[config.mk]
export PLATFORM = sky130hd
export DESIGN_NAME = po2zr_div_cell
export DESIGN_NICKNAME = d
export VERILOG_FILES = /design/src/sv/po2zr_pkg.sv /design/src/sv/po2zr_div_cell.sv
export SDC_FILE = /design/constraint.sdc
export NUM_CORES = 1
export LEC_CHECK = 0
export ABC_AREA = 1
export BUFFER_PORTS_ARGS = -buffer_cell sky130_fd_sc_hd__clkbuf_2
export CAP_MARGIN = 20
export CORE_AREA = 2 2 172 174
export CTS_BUF_LIST = sky130_fd_sc_hd__clkbuf_4 sky130_fd_sc_hd__clkbuf_8
export DETAILED_ROUTE_END_ITERATION = 16
export DIE_AREA = 0 0 174 176
export SLEW_MARGIN = 0
export SYNTH_ARGS = -nofsm -noshare
export SYNTH_HDL_FRONTEND = slang
export SYNTH_SLANG_ARGS = --single-unit
[constraint.sdc]
create_clock -name clk -period 0.9 [get_ports clk]
set_clock_uncertainty 0.15 [all_clocks]
set_input_delay 0 -clock clk [delete_from_list [all_inputs] [get_ports clk]]
set_output_delay 0 -clock clk [all_outputs]
set_load 0.005 [all_outputs]
[src/sv/po2zr_pkg.sv]
// Shared package for the power-of-two zone sector remapper.
// Holds field widths, action and register codes, and the item flag struct.
// Used by every module of the block.
package po2zr_pkg;

	localparam int SECTOR_BITS_DEF = 48;
	localparam int ZONE_BITS_DEF = 32;

	localparam int SECTOR_W = 48;
	localparam int NSEC_W = 23;
	localparam int ZONE_W = 32;
	localparam int SPLIT_W = 32;
	localparam int ACTION_W = 3;
	localparam int IN_DATA_W = 80;
	localparam int OUT_DATA_W = 80;
	localparam int CFG_IDX_W = 1;
	localparam int CFG_DATA_W = 48;

	localparam logic [ZONE_W-1:0] ZONE_SIZE_RESET = 32'd524288;

	localparam logic [CFG_IDX_W-1:0] REG_ZONE_SIZE = 1'd0;
	localparam logic [CFG_IDX_W-1:0] REG_TARGET_BEGIN = 1'd1;

	localparam logic [ACTION_W-1:0] ACT_REMAP = 3'd0;
	localparam logic [ACTION_W-1:0] ACT_SPLIT = 3'd1;
	localparam logic [ACTION_W-1:0] ACT_ZERO = 3'd2;
	localparam logic [ACTION_W-1:0] ACT_REJECT = 3'd3;
	localparam logic [ACTION_W-1:0] ACT_DONE = 3'd4;

	typedef struct packed {
		logic cmd;
		logic is_read;
		logic is_mgmt;
		logic is_append;
		logic status_ok;
	} po2zr_flags_t;

endpackage

[src/sv/po2zr_div_cell.sv]
// One cell of the divider chain: a single restoring step that settles one
// quotient bit and hands the word on. Depends on po2zr_pkg.
module po2zr_div_cell import po2zr_pkg::*; #(
	parameter int SECTOR_BITS = SECTOR_BITS_DEF,
	parameter int ZONE_BITS = ZONE_BITS_DEF,
	parameter int BIT = 0
) (
	input  logic                   clk,
	input  logic                   arst_n,
	input  logic                   en,
	input  logic [ZONE_BITS-1:0]   zone,
	input  logic                   in_valid,
	input  po2zr_flags_t           in_flags,
	input  logic [NSEC_W-1:0]      in_nsec,
	input  logic [SECTOR_BITS-1:0] in_val,
	input  logic [SECTOR_BITS-1:0] in_zone_nr,
	input  logic [SECTOR_BITS-1:0] in_quo,
	input  logic [ZONE_BITS-1:0]   in_rem,
	output logic                   out_valid,
	output po2zr_flags_t           out_flags,
	output logic [NSEC_W-1:0]      out_nsec,
	output logic [SECTOR_BITS-1:0] out_val,
	output logic [SECTOR_BITS-1:0] out_zone_nr,
	output logic [SECTOR_BITS-1:0] out_quo,
	output logic [ZONE_BITS-1:0]   out_rem
);

	logic [ZONE_BITS:0] trial;
	logic ge;
	logic [ZONE_BITS-1:0] rem_n;
	logic [SECTOR_BITS-1:0] quo_n;
	logic valid_q;
	po2zr_flags_t flags_q;
	logic [NSEC_W-1:0] nsec_q;
	logic [SECTOR_BITS-1:0] val_q;
	logic [SECTOR_BITS-1:0] zone_nr_q;
	logic [SECTOR_BITS-1:0] quo_q;
	logic [ZONE_BITS-1:0] rem_q;

	always_comb begin
		trial = {in_rem, in_val[BIT]};
		ge = trial >= {1'b0, zone};
		rem_n = ge ? ZONE_BITS'(trial - {1'b0, zone}) : ZONE_BITS'(trial);
		quo_n = in_quo;
		quo_n[BIT] = ge;
	end

	always_ff @(posedge clk or negedge arst_n) begin
		if (!arst_n) begin
			valid_q <= 1'b0;
		end else if (en) begin
			valid_q <= in_valid;
		end
	end

	always_ff @(posedge clk) begin
		if (en) begin
			flags_q <= in_flags;
			nsec_q <= in_nsec;
			val_q <= in_val;
			zone_nr_q <= in_zone_nr;
			quo_q <= quo_n;
			rem_q <= rem_n;
		end
	end

	assign out_valid = valid_q;
	assign out_flags = flags_q;
	assign out_nsec = nsec_q;
	assign out_val = val_q;
	assign out_zone_nr = zone_nr_q;
	assign out_quo = quo_q;
	assign out_rem = rem_q;

endmodule

## Word level (Yosys, flattened, before mapping)

Index checks and enable logic that the tools add are counted.
Widths: inputs -> output; s select.

| storage, ports and cells | value |
|---|---|
| flip-flop bits (word level) | 205 |
| output and inout bits | 205 |
| word-level logic and storage cells | 14 |

| cells by class | value |
|---|---|
| add/sub/neg operators | 1 |
| magnitude comparators | 1 |
| multiplexer cells | 1 |

Operators with widths:

| kind | count |
|---|---|
| $ge 33x32->1 | 1 |
| $mux 32 | 1 |
| $sub 32x32->32 | 1 |

## Longest topological paths before layout

| logic depth | value |
|---|---|
| word-level depth | 2 |
| depth in mapped cells | 16 |
| mapped depth without buffers | 14 |

## Least setup slack after synthesis

No wires, ideal clock.

| timing | value |
|---|---|
| path kind | input port to flip-flop |
| start point | input in_val[0] |
| end point | register rem_q[16] (netlist: out_rem[16]), data pin |
| library setup time | 0.252 ns |
| data arrival time | 1.345 ns |
| data required time | 0.498 ns |
| setup slack | -0.848 ns |
| cell stages on the path | 13 |
| cell sequence | inv_1 -> ha_1 -> fa_1 -> inv_1 -> nand3_1 -> nand3_1 -> nand2_1 -> nand3_1 -> nand3_1 -> nand2_1 -> nand2_1 -> nand3_2 -> nand2_1 |

| on the way | value |
|---|---|
| longest elaborated chain between the ends | 2 |
| elaborated cells on any way between the ends | 3 |

Ends and longest elaborated chain:

| what | RTL line | RTL |
|---|---|---|
| from (decl) | po2zr_div_cell.sv:15 | `input logic [SECTOR_BITS-1:0] in_val,` |
| $sub 32x32->32 or $ge 33x32->1 (tied branches) | po2zr_div_cell.sv:43, po2zr_div_cell.sv:42 |  |
| $mux 32 * | po2zr_div_cell.sv:43 | `rem_n = ge ? ZONE_BITS'(trial - {1'b0, zone}) : ZONE_BITS'(trial);` |
| named net rem_n[16] | po2zr_div_cell.sv:30 | `logic [ZONE_BITS-1:0] rem_n;` |
| to (signal assigned) | po2zr_div_cell.sv:63 | `rem_q <= rem_n;` |
| to (decl) | po2zr_div_cell.sv:38 | `logic [ZONE_BITS-1:0] rem_q;` |

Mark *: on every way through the listed nets, which the timed path passes. The rest lies on a longest branch.
A chain may end at the register's enable or synchronous reset.

## Worst setup path in the final report

| timing | value |
|---|---|
| start point | input zone[26] |
| end point | register rem_q[9] (netlist: out_rem[9]), data pin |

| on the way | value |
|---|---|
| longest elaborated chain between the ends | 2 |

Ends and longest elaborated chain:

| what | RTL line | RTL |
|---|---|---|
| from (decl) | po2zr_div_cell.sv:11 | `input logic [ZONE_BITS-1:0] zone,` |
| $ge 33x32->1 | po2zr_div_cell.sv:42 | `ge = trial >= {1'b0, zone};` |
| $mux 32 | po2zr_div_cell.sv:43 |  |
| named net rem_n[9] | po2zr_div_cell.sv:30 |  |

The timed path passes the listed nets, and every way through them passes these cells.

==> flow_summary_export.csv <==
group,metric,value,unit
status,status,"finished, violations left",
status,violations,"negative hold slack, negative setup slack",
die,ioPinCount,445,
placed_design,place_area,13200,um2
clocking,clockRootBuffer,"clkbuf_8",
sta,holdWs,-0.469,ns
power,combPwrFrac,24.7,%
die,core_area,28500,um2
power,pwr-share-clk,32.0,%
global_route,antenna_found_initial,3,
finish,area_delta_synth_final,85.3,%
finish,final_core_util,60.5,%
clocking,clockBufferDepth,3,
synth,syn_area,9320,um2
clocking,cts.sinks,205,
worst_hold_path,hold-path-cell-count,1,
sta,relSlewSlack,79.3,%
finish,final_common_cell,"clkbuf_2",
clocking,cts_made_buffers,37,
die,num_rows,62,
power,pwr-share-seq,43.3,%
power,p_per_area,1580,nW/um2
routing,drc,0,
finish,final_cell_mix,"clkbuf_2 (409), edfxtp_1 (204), dlygate4sd3_1 (194), nand2_1 (190), buf_4 (119)",
worst_hold_path,hold_start,"in_val[0]",
power,vdd_drop_max,1.18,mV
routing,finalWirelength,38.0,mm
job,drv_cap,0,
routing,viasPerCell,4.47,
synth,yosysWarnings,0,
global_route,grt_max_degree,36,
sta,finalCritPeriodShare,155,%
placed_design,dpl.hpwl,27.0,mm
placed_design,globalplace.congestion,0.901,
clocking,clkLatencyLatePin,0.53,ns
sta,timing.final.crit_period,1.40,ns
setup_path,cp-start-kind,"primary input",
clocking,htreeDepth,2,
power,p_int,19.7,mW
setup_path,crit_type,"in2reg",
sta,worstMarginPinSlew,0.308,ns
global_route,grt-ovfl-total,0,
die,start_util,32.7,%
sta,setup_viol,239,
power,p_leak,8.23,nW
clocking,cts_tree,"yes",
sta,slew_viol_final,0,
power,finalPower,27.3,mW
synth,syn-num-nets,1126,
sta,rsz0062_at_grt,"yes",
global_route,grt_pass1_vias,9618,
routing,wl_per_cell,18.4,um
placed_design,port_buffers,443,
routing,vias,9252,
synth,synth-seq-cells,205,
die,die_w,174,um
finish,fill_cells,2405,
synth,syn_inst,853,
sta,hold_viol,222,
setup_path,cp-startpoint,"zone[26]",
clocking,clk_pin_slew,0.06,ns
sta,fin_ws,-0.497,ns
synth,avgSynthCellArea,10.9,um2
power,swShare,27.7,%
routing,ant_nets,0,
setup_path,rrSetupSlack,-0.01,ns
finish,finalInstanceArea,17300,um2
global_route,grt_use_total,23.8,%
setup_path,rr_startpoint,"out_valid$_DFFE_PN0P_",
global_route,grt_pass1_wl,55.3,mm
routing,drt_first_pass_iters,5,
finish,drive_gt1_share,53.0,%
sta,fmax,716,MHz
finish,final_nets,1937,
setup_path,crit_path_end_kind,"register",
synth,synthDistinctLibCells,28,
worst_hold_path,hold_path.class,"in2reg",
die,die_h,176,um
setup_path,critical_path.max_fanout,11,
synth,seq_area_frac_synth,66.0,%
die,die-area,30600,um2
setup_path,critPathRequiredTime,1.03,ns
setup_path,arrival,1.52,ns
setup_path,reg2reg_depth,1,
sta,setup_tns,-71.15,ns
power,p_sw,7.54,mW
routing,drt_iter0_drc,527,
==> cells in the mapped netlist (all sizes together) <==
library cell / n / share of area [%]
nand4: 3 / 0.20
nor3: 9 / 0.64
edfxtp: 204 / 66
a21oi: 21 / 1.1
mux2: 1 / 0.12
a21o: 2 / 0.16
xnor2: 1 / 0.094
buf: 10 / 0.93
nand2: 279 / 12
nand3: 67 / 4.2
fa: 1 / 0.21
dfrtp: 1 / 0.27
nor2: 38 / 1.7
ha: 32 / 4.3
nand3b: 11 / 0.89
xor2: 13 / 1.2
and2: 8 / 0.54
inv: 150 / 6.0
o21ai: 2 / 0.11
==> worst max-delay path, cell delays in order <==
cell and delay, ns:
buf_6 0.08, inv_4 0.03, ha_4 0.25, nand2_2 0.08
nand2_2 0.07, nand2_2 0.06, nand2_2 0.06, a21oi_2 0.14
nand2_2 0.08, nor2_4 0.22, nand2_8 0.13, buf_12 0.17
nand2_1 0.07, nand2_1 0.07
==> repair_timing <==
action                                  CTS  global route
buffers inserted                         27             3
hold buffers                            191             3
resized for setup                       160           151
pin swaps                                39            54
cloned                                    4             0
hold endpoints to repair                409           225
endpoints found under the setup margin  239           239
==> path summary, 6_finish.rpt <==
check                                        endpoint
worst max register to register  out_valid$_DFFE_PN0P_
worst min-delay path             out_val[0]$_DFFE_PP_
min in group asynchronous       out_valid$_DFFE_PN0P_
worst max-delay path             out_rem[9]$_DFFE_PP_
max in group asynchronous       out_valid$_DFFE_PN0P_
worst min register to register  out_valid$_DFFE_PN0P_
==> stage by stage <==
step | hold WS, ns | instances | worst slack [ns]
after global routing | -0.501 | 2070 | -0.548
after detailed placement | -0.373 | 1784 | -1.24
final | -0.469 | 2071 | -0.497
after floorplan | -0.446 | 853 | -0.762
after CTS | -0.507 | 2064 | -0.488
after global placement | -0.372 | 1784 | -1.23
==> layout make-up <==
cell class / count / area [um2] / area share, %
Antenna cell: 3 / 7.51 / 0.0435
Timing Repair Buffer: 782 / 5680 / 32.9
Tap cell: 384 / 480 / 2.78
Multi-Input combinational cell: 488 / 3670 / 21.2
Clock inverter: 8 / 72.6 / 0.420
Clock buffer: 51 / 627 / 3.63
Inverter: 150 / 586 / 3.39
Sequential cell: 205 / 6150 / 35.6
==> logic make-up after synthesis <==
kind of cell	count (synthesis)	share of synthesized area, %
AND/OR/NAND/NOR	415	19.7
flip-flops	205	66.0
buffers and inverters	160	6.97
adder cells (fa/ha/maj)	33	4.51
AO/OA/AOI/OAI	25	1.40
XOR/XNOR	14	1.32
multiplexers	1	0.121
==> power by group through the flow <==
stage	clock [mW]	combinational, mW	sequential, mW
floorplan	0	1.83	12.1
global placement	0	4.83	12.0
detailed placement	0	4.88	12.0
CTS	8.99	6.26	11.8
global route	9.41	7.22	11.9
finish	8.73	6.72	11.8
==> routing by layer <==
layer	vias up	track usage (%)	share of wire [%]
met3	100	5.60	6.3
met5	-	0	0.034
met1	4360	27.1	38
met4	2	11.0	5.0
li1	4426	-	-
met2	364	42.6	50
==> sequential cells by signal, indices dropped and copies added, names as in the netlist <==
signal / flops
out_valid: 1
out_flags: 5
out_zone_nr: 48
out_quo: 48
out_rem: 32
out_val: 48
out_nsec: 23
No activity file was read; power rests on OpenSTA's default activity.
