`config.mk`:
```
export PLATFORM = sky130hd
export DESIGN_NAME = po2zr_cfg
export DESIGN_NICKNAME = d
export VERILOG_FILES = /design/src/sv/po2zr_pkg.sv /design/src/sv/po2zr_cfg.sv
export SDC_FILE = /design/constraint.sdc
export NUM_CORES = 1
export LEC_CHECK = 0
export BUFFER_PORTS_ARGS = -buffer_cell sky130_fd_sc_hd__buf_2
export CORE_ASPECT_RATIO = 0.5
export CORE_MARGIN = 5
export CORE_UTILIZATION = 29
export DETAILED_ROUTE_END_ITERATION = 16
export GPL_TIMING_DRIVEN = 0
export SYNTH_ARGS = -nofsm -noshare
export SYNTH_HDL_FRONTEND = slang
export SYNTH_SLANG_ARGS = --single-unit
```
`constraint.sdc`:
```
create_clock -name clk -period 13.7 [get_ports clk]
set_input_delay 0.685 -clock clk [delete_from_list [all_inputs] [get_ports clk]]
set_output_delay 0.685 -clock clk [all_outputs]
set_load 0.05 [all_outputs]
```
`src/sv/po2zr_pkg.sv`:
```
// Shared package for the power-of-two zone sector remapper.
// Holds field widths, action and register codes, and the item flag struct.
// Used by every module of the block.
package po2zr_pkg;

	localparam int SECTOR_BITS_DEF = 48;
	localparam int ZONE_BITS_DEF = 32;

	localparam int SECTOR_W = 48;
	localparam int NSEC_W = 23;
	localparam int ZONE_W = 32;
	localparam int SPLIT_W = 32;
	localparam int ACTION_W = 3;
	localparam int IN_DATA_W = 80;
	localparam int OUT_DATA_W = 80;
	localparam int CFG_IDX_W = 1;
	localparam int CFG_DATA_W = 48;

	localparam logic [ZONE_W-1:0] ZONE_SIZE_RESET = 32'd524288;

	localparam logic [CFG_IDX_W-1:0] REG_ZONE_SIZE = 1'd0;
	localparam logic [CFG_IDX_W-1:0] REG_TARGET_BEGIN = 1'd1;

	localparam logic [ACTION_W-1:0] ACT_REMAP = 3'd0;
	localparam logic [ACTION_W-1:0] ACT_SPLIT = 3'd1;
	localparam logic [ACTION_W-1:0] ACT_ZERO = 3'd2;
	localparam logic [ACTION_W-1:0] ACT_REJECT = 3'd3;
	localparam logic [ACTION_W-1:0] ACT_DONE = 3'd4;

	typedef struct packed {
		logic cmd;
		logic is_read;
		logic is_mgmt;
		logic is_append;
		logic status_ok;
	} po2zr_flags_t;

endpackage

```
`src/sv/po2zr_cfg.sv`:
```
// Configuration registers and the zone geometry derived from them.
// Depends on po2zr_pkg.
module po2zr_cfg import po2zr_pkg::*; #(
	parameter int SECTOR_BITS = SECTOR_BITS_DEF,
	parameter int ZONE_BITS = ZONE_BITS_DEF,
	localparam int SH_W = $clog2(ZONE_BITS + 1)
) (
	input  logic                   clk,
	input  logic                   arst_n,
	input  logic                   cfg_valid,
	output logic                   cfg_ready,
	input  logic [CFG_IDX_W-1:0]   cfg_index,
	input  logic [CFG_DATA_W-1:0]  cfg_data,
	output logic [ZONE_BITS-1:0]   zone,
	output logic [SH_W-1:0]        shift,
	output logic [ZONE_BITS-1:0]   diff,
	output logic [ZONE_BITS-1:0]   mask,
	output logic [SECTOR_BITS-1:0] target_begin,
	output logic                   hold
);

	logic [ZONE_BITS-1:0] zone_size_q;
	logic [SECTOR_BITS-1:0] target_begin_q;
	logic hold_q;
	logic [ZONE_BITS-1:0] zeff;
	logic [ZONE_BITS-1:0] zm1;
	logic [SH_W-1:0] sh;
	logic [ZONE_BITS:0] po2;
	logic [ZONE_BITS-1:0] zone_q;
	logic [SH_W-1:0] shift_q;
	logic [ZONE_BITS-1:0] diff_q;
	logic [ZONE_BITS-1:0] mask_q;
	logic wr;

	assign cfg_ready = 1'b1;
	assign wr = cfg_valid && cfg_ready;

	always_ff @(posedge clk or negedge arst_n) begin
		if (!arst_n) begin
			zone_size_q <= ZONE_BITS'(ZONE_SIZE_RESET);
			target_begin_q <= '0;
			hold_q <= 1'b1;
		end else begin
			hold_q <= wr;
			if (wr) begin
				case (cfg_index)
					REG_ZONE_SIZE: zone_size_q <= ZONE_BITS'(cfg_data);
					REG_TARGET_BEGIN: target_begin_q <= SECTOR_BITS'(cfg_data);
					default: ;
				endcase
			end
		end
	end

	always_comb begin
		zeff = (zone_size_q == '0) ? ZONE_BITS'(1) : zone_size_q;
		zm1 = zeff - ZONE_BITS'(1);
		sh = '0;
		for (int i = 0; i < ZONE_BITS; i++) begin
			if (zm1[i]) begin
				sh = SH_W'(i + 1);
			end
		end
		po2 = (ZONE_BITS + 1)'(1) << sh;
	end

	// The geometry is registered from the zone size and follows it in the cycle after; hold covers that cycle.
	always_ff @(posedge clk) begin
		zone_q <= zeff;
		shift_q <= sh;
		diff_q <= ZONE_BITS'(po2 - {1'b0, zeff});
		mask_q <= ZONE_BITS'(po2 - (ZONE_BITS + 1)'(1));
	end

	assign zone = zone_q;
	assign shift = shift_q;
	assign diff = diff_q;
	assign mask = mask_q;
	assign target_begin = target_begin_q;
	assign hold = hold_q;

endmodule

```
== After elaboration in Yosys (flattened, before gate mapping) ==
Index checks and enable logic that the tools add are counted.

* $add $sub $neg: 3
* Shifts and indexed selects: 1
* Muxes and demuxes: 33
* Bitwise logic cells: 1
* Reduce and logical (&&, ||, !) cells: 3

{| class="wikitable"
|+ Operator list
! operator !! number
|-
| two-way mux 6 bit || 31
|-
| subtractor 32 x 1 -> 32 bit (second input constant) || 2
|-
| logical NOT 32 bit || 1
|-
| two-way mux 32 bit || 1
|-
| << shifter 1 x 6 -> 32 bit (first input constant) || 1
|-
| subtractor 32 bit || 1
|-
| AND reduction 2 bit || 2
|-
| two-way mux 1 bit || 1
|-
| inverter 1 bit || 1
|}

* Bits in registers: 183
* Input bits: 52
* Output and inout bits: 152

== Longest topological paths before layout ==
* Word-level depth: 37
* Gate-level depth with buffers: 35
* Mapped depth without buffers: 31

== Worst setup path before layout ==
No wires, ideal clock.

* Kind: register -> register
* Start point: reg zone_size_q[19]
* End point: reg diff_q[30], in the netlist diff[30]
* Library setup time: 0.120 ns
* Data arrival time: 6.866 ns
* Data required time: 13.580 ns
* Path slack: 6.714 ns
* Stages on the path, launching flop included: 35
* Path buffers: 3
* Path through: dfstp_2 -> clkbuf_1 -> nor3_1 -> and4_1 -> clkbuf_1 -> nand2_1 -> nor2_1 -> nor2_1 -> ha_1 -> nor4b_2 -> nand4_1 -> clkbuf_1 -> nor4_1 -> a21oi_1 -> o31a_1 -> nand2b_1 -> o41a_1 -> and2_4 -> nand2_1 -> nor2_1 -> o21ai_0 -> ha_1 -> inv_1 -> fa_1 -> a21o_1 -> a21oi_1 -> o21bai_1 -> a21o_1 -> a21oi_1 -> o31ai_1 -> a211oi_1 -> o21ai_0 -> a21oi_1 -> o21ai_0 -> xnor2_1

* Word-level cells in the longest chain between the ends: 37

{| class="wikitable"
|+ RTL lines
! item !! line !! source
|-
| start, declared || po2zr_cfg.sv:22 || <nowiki>logic [ZONE_BITS-1:0] zone_size_q;</nowiki>
|-
| start signal, assigned || po2zr_cfg.sv:40 || <nowiki>zone_size_q <= ZONE_BITS'(ZONE_SIZE_RESET);</nowiki>
|-
| start signal, assigned || po2zr_cfg.sv:47 || <nowiki>REG_ZONE_SIZE: zone_size_q <= ZONE_BITS'(cfg_data);</nowiki>
|-
| logical NOT 32 bit || po2zr_cfg.sv:56 || <nowiki>zeff = (zone_size_q == '0) ? ZONE_BITS'(1) : zone_size_q;</nowiki>
|-
| two-way mux 32 bit (*) || po2zr_cfg.sv:56 ||
|-
| subtractor 32 x 1 -> 32 bit || po2zr_cfg.sv:57 || <nowiki>zm1 = zeff - ZONE_BITS'(1);</nowiki>
|-
| two-way mux 1 bit || po2zr_cfg.sv:60 || <nowiki>if (zm1[i]) begin</nowiki>
|-
| two-way mux 6 bit (31 in series) || po2zr_cfg.sv:60 ||
|-
| << shifter 1 x 6 -> 32 bit || po2zr_cfg.sv:64 || <nowiki>po2 = (ZONE_BITS + 1)'(1) << sh;</nowiki>
|-
| subtractor 32 bit (*) || po2zr_cfg.sv:71 || <nowiki>diff_q <= ZONE_BITS'(po2 - {1'b0, zeff});</nowiki>
|-
| end signal, assigned || po2zr_cfg.sv:71 ||
|-
| end, declared || po2zr_cfg.sv:31 || <nowiki>logic [ZONE_BITS-1:0] diff_q;</nowiki>
|}

Every way passes the cells marked *; elsewhere a longest branch is shown, timed or not.
A chain may end at the register's enable or synchronous reset.

== Final worst setup path ==
Same ends and word-level chain as after synthesis.

==> flow_summary.ini <==
[drt]
wl_um = 27100
vias = 7735
wl_per_cell_um = 17.3
drt_iter0_drc = 536
drtPass1Iterations = 5
via_per_inst = 4.95
drc_errors = 0
antenna_left = 0

[clocking]
cts_sinks = 183
path_clk_slew_ns = 0.07
cts_tree = yes
ctsHoldBuffers = 0
cts_setup_buffers = 0
clock_latency_ns = 0.45
htreeDepth = 4
root_buffer = clkbuf_16
cts_buffers = 17
cts_buffer_depth = 2
post_cts_resized = 0

[yosys]
syn_area_sq_um = 8830
synth_edf_count = 0
ys_seq_area_share_pct = 46.1
yosysWarnings = 0
synth.avg_cell_area_sq_um = 9.50
synth_mux_area_share_pct = 7.47
synth_xor_area_share_pct = 4.76
yosysUniqueCellTypes = 87
syn_nets = 1017
synthAdderAreaFrac_pct = 5.16
ys_top_cells_by_count = dfxtp_1, dfrtp_1, nor2_1
synthFlopType = dfxtp_1
synth.top_cell.area_share_pct = 23.1
synth-compound-area-share_pct = 14.7
yosysTopAreaCell = dfxtp_1
synthArstFlopShare_pct = 44.3
yosysMostFrequentCell = dfxtp_1
synth-seq-cells = 183
syn_inst = 930
synth_area_leaders = dfxtp_1, dfrtp_1, mux2_2
synth_top_family_by_area = simple AND/OR/NAND/NOR gates
synthSimpleGateAreaFrac_pct = 16.5

[timing]
max_freq_ghz = 0.107
period_share_pct = 68.3
hold_viol = 0
finalCriticalPeriod_ns = 9.36
max_slew_margin_pct = 23.8
holdWs_ns = 0.221
setup_viol = 0
fin_tns_setup_ns = 0
worstMarginPinSlew_ns = 1.13
drv_slew = 0
grt_setup_unrepaired = no
fin_skew_ns = 0.0116

[critical_path]
crit_cells = 35
r2r-end = diff[30]$_DFF_P_
r2r-start = zone_size_q[19]$_DFFE_PN1P_
worstRegToRegCells = 35
cp_data_required_time_ns = 14.03
regToRegSetupSlack_ns = 4.34
critPathArrivalTime_ns = 9.69
cp-start-kind = register
path_max_fanout = 10
worstSetupStartpoint = zone_size_q[19]$_DFFE_PN1P_
crit_family = compound AO/OA/AOI/OAI gates
crit_type = reg2reg
cpMaxStageDelayCell = nor4b_2
worstSetupEndpointType = register
crit_buf_inv = 5
critical-path-max-stage-delay_ns = 0.68

[placed_design]
dpl.hpwl_um = 21800
dp_cells = 1532
placed_area_sq_um = 10400
numPortBuffers = 202
routabilityCongestion = 0.914

[power]
p_sw_share_pct = 41.3
p_seq_share_pct = 37.0
p_int_mw = 1.03
combPwrFrac_pct = 35.8
power_switching_uw = 725
leakagePower_nw = 4.71
pwr-share-clk_pct = 27.1
ir_drop_uv = 73.7
powerDensity_nw_per_um2 = 160

[floorplanning]
die-width_um = 257
initial_core_util_pct = 29.3
num_rows = 45
die_h_um = 133
core_area_sq_um = 30200
boundaryPins = 204
die_area_sq_um = 34300

[grt]
grt_overflow_total = 0
grt_pass1_wl_um = 42900
antenna_found_initial = 0
grt_pass1_vias = 7908
grt_max_degree = 42
gr-usage-all-layers_pct = 15.6

[hold_path]
hp-class = in2async

[finish]
fin_area_sq_um = 10900
fillers = 3121
diodes = 0
final_layout_size_suffix_gt1_share_pct = 28.4
fin_cells = 1564
nets = 1239
area_growth_pct = 23.9

[outcome]
outcome = completed

[run]
maxCapViolCount = 0
how the worst max path moves through the flow:
| stage | endpoint | slack (ns) |
|---|---|---|
| 2_1_floorplan | diff[30]$_DFF_P_ | 6.71 |
| 3_3_place_gp | diff[24]$_DFF_P_ | 4.73 |
| 3_5_place_dp | diff[24]$_DFF_P_ | 4.57 |
| 4_1_cts | diff[24]$_DFF_P_ | 4.51 |
| 5_1_grt | diff[24]$_DFF_P_ | 3.63 |
| 6_report | diff[30]$_DFF_P_ | 4.34 |
cells in the final DEF (no fill, tap or decap), types with 14 or more instances in the layout:
| cell | n |
|---|---|
| a21oi_1 | 36 |
| nand3_1 | 20 |
| buf_2 | 206 |
| nor3_1 | 34 |
| ha_1 | 34 |
| nor4_1 | 14 |
| o21ai_0 | 58 |
| inv_1 | 46 |
| xnor2_1 | 37 |
| nor2_1 | 77 |
| nand2_1 | 74 |
| mux2_2 | 54 |
| dfrtp_1 | 79 |
| clkbuf_1 | 60 |
| dfxtp_1 | 102 |
| clkbuf_16 | 18 |
metal layers:
layer,vias up,track usage [%],part of all wire [%],routed length [um]
met1,3827,19.9,44,12000
met5,-,0,0,0
li1,3699,-,-,-
met3,29,2.54,3.8,1030
met2,180,27.4,50,13600
met4,0,4.53,1.7,472
flip-flops by register name, indices dropped and copies added (netlist names):
signal / count
hold: 1
zone_size_q: 32
target_begin: 48
mask: 32
zone: 32
diff: 32
shift: 6
power groups by stage:
stage | clock, mW | combinational (mW) | sequential, mW
floorplan | 0 | 0.226 | 0.895
global placement | 0 | 0.623 | 0.660
global route | 0.515 | 0.669 | 0.660
CTS | 0.491 | 0.631 | 0.652
detailed placement | 0 | 0.629 | 0.663
finish | 0.476 | 0.629 | 0.650
layout make-up:
| type | count | area [sq um] | area share [%] |
|---|---|---|---|
| inverter | 53 | 199 | 1.82 |
| tap | 399 | 499 | 4.56 |
| multi-input combinational | 626 | 4300 | 39.3 |
| sequential | 183 | 4070 | 37.2 |
| buffer | 68 | 265 | 2.42 |
| clock buffer | 19 | 464 | 4.24 |
| timing repair buffer | 203 | 1030 | 9.45 |
| clock inverter | 13 | 113 | 1.03 |
through the flow:
step | power (mW) | util (%) | setup slack (ns)
6_report | 1.76 | 36.3 | 4.34
5_1_grt | 1.84 | 36.3 | 3.63
4_1_cts | 1.77 | 36.3 | 4.51
3_5_place_dp | 1.29 | 34.3 | 4.57
3_3_place_gp | 1.28 | 34.3 | 4.73
2_1_floorplan | 1.12 | - | 6.71
logic make-up (layout without fill, tap and decap cells):
logic type | Yosys count | after routing
compound gates | 194 | 194
xor+xnor | 48 | 48
fa+ha+maj | 36 | 36
buf+inv | 121 | 356
flops | 183 | 183
mux | 59 | 59
other cells | 1 | 1
simple gates | 288 | 288
(Power assumes the default switching activity.)
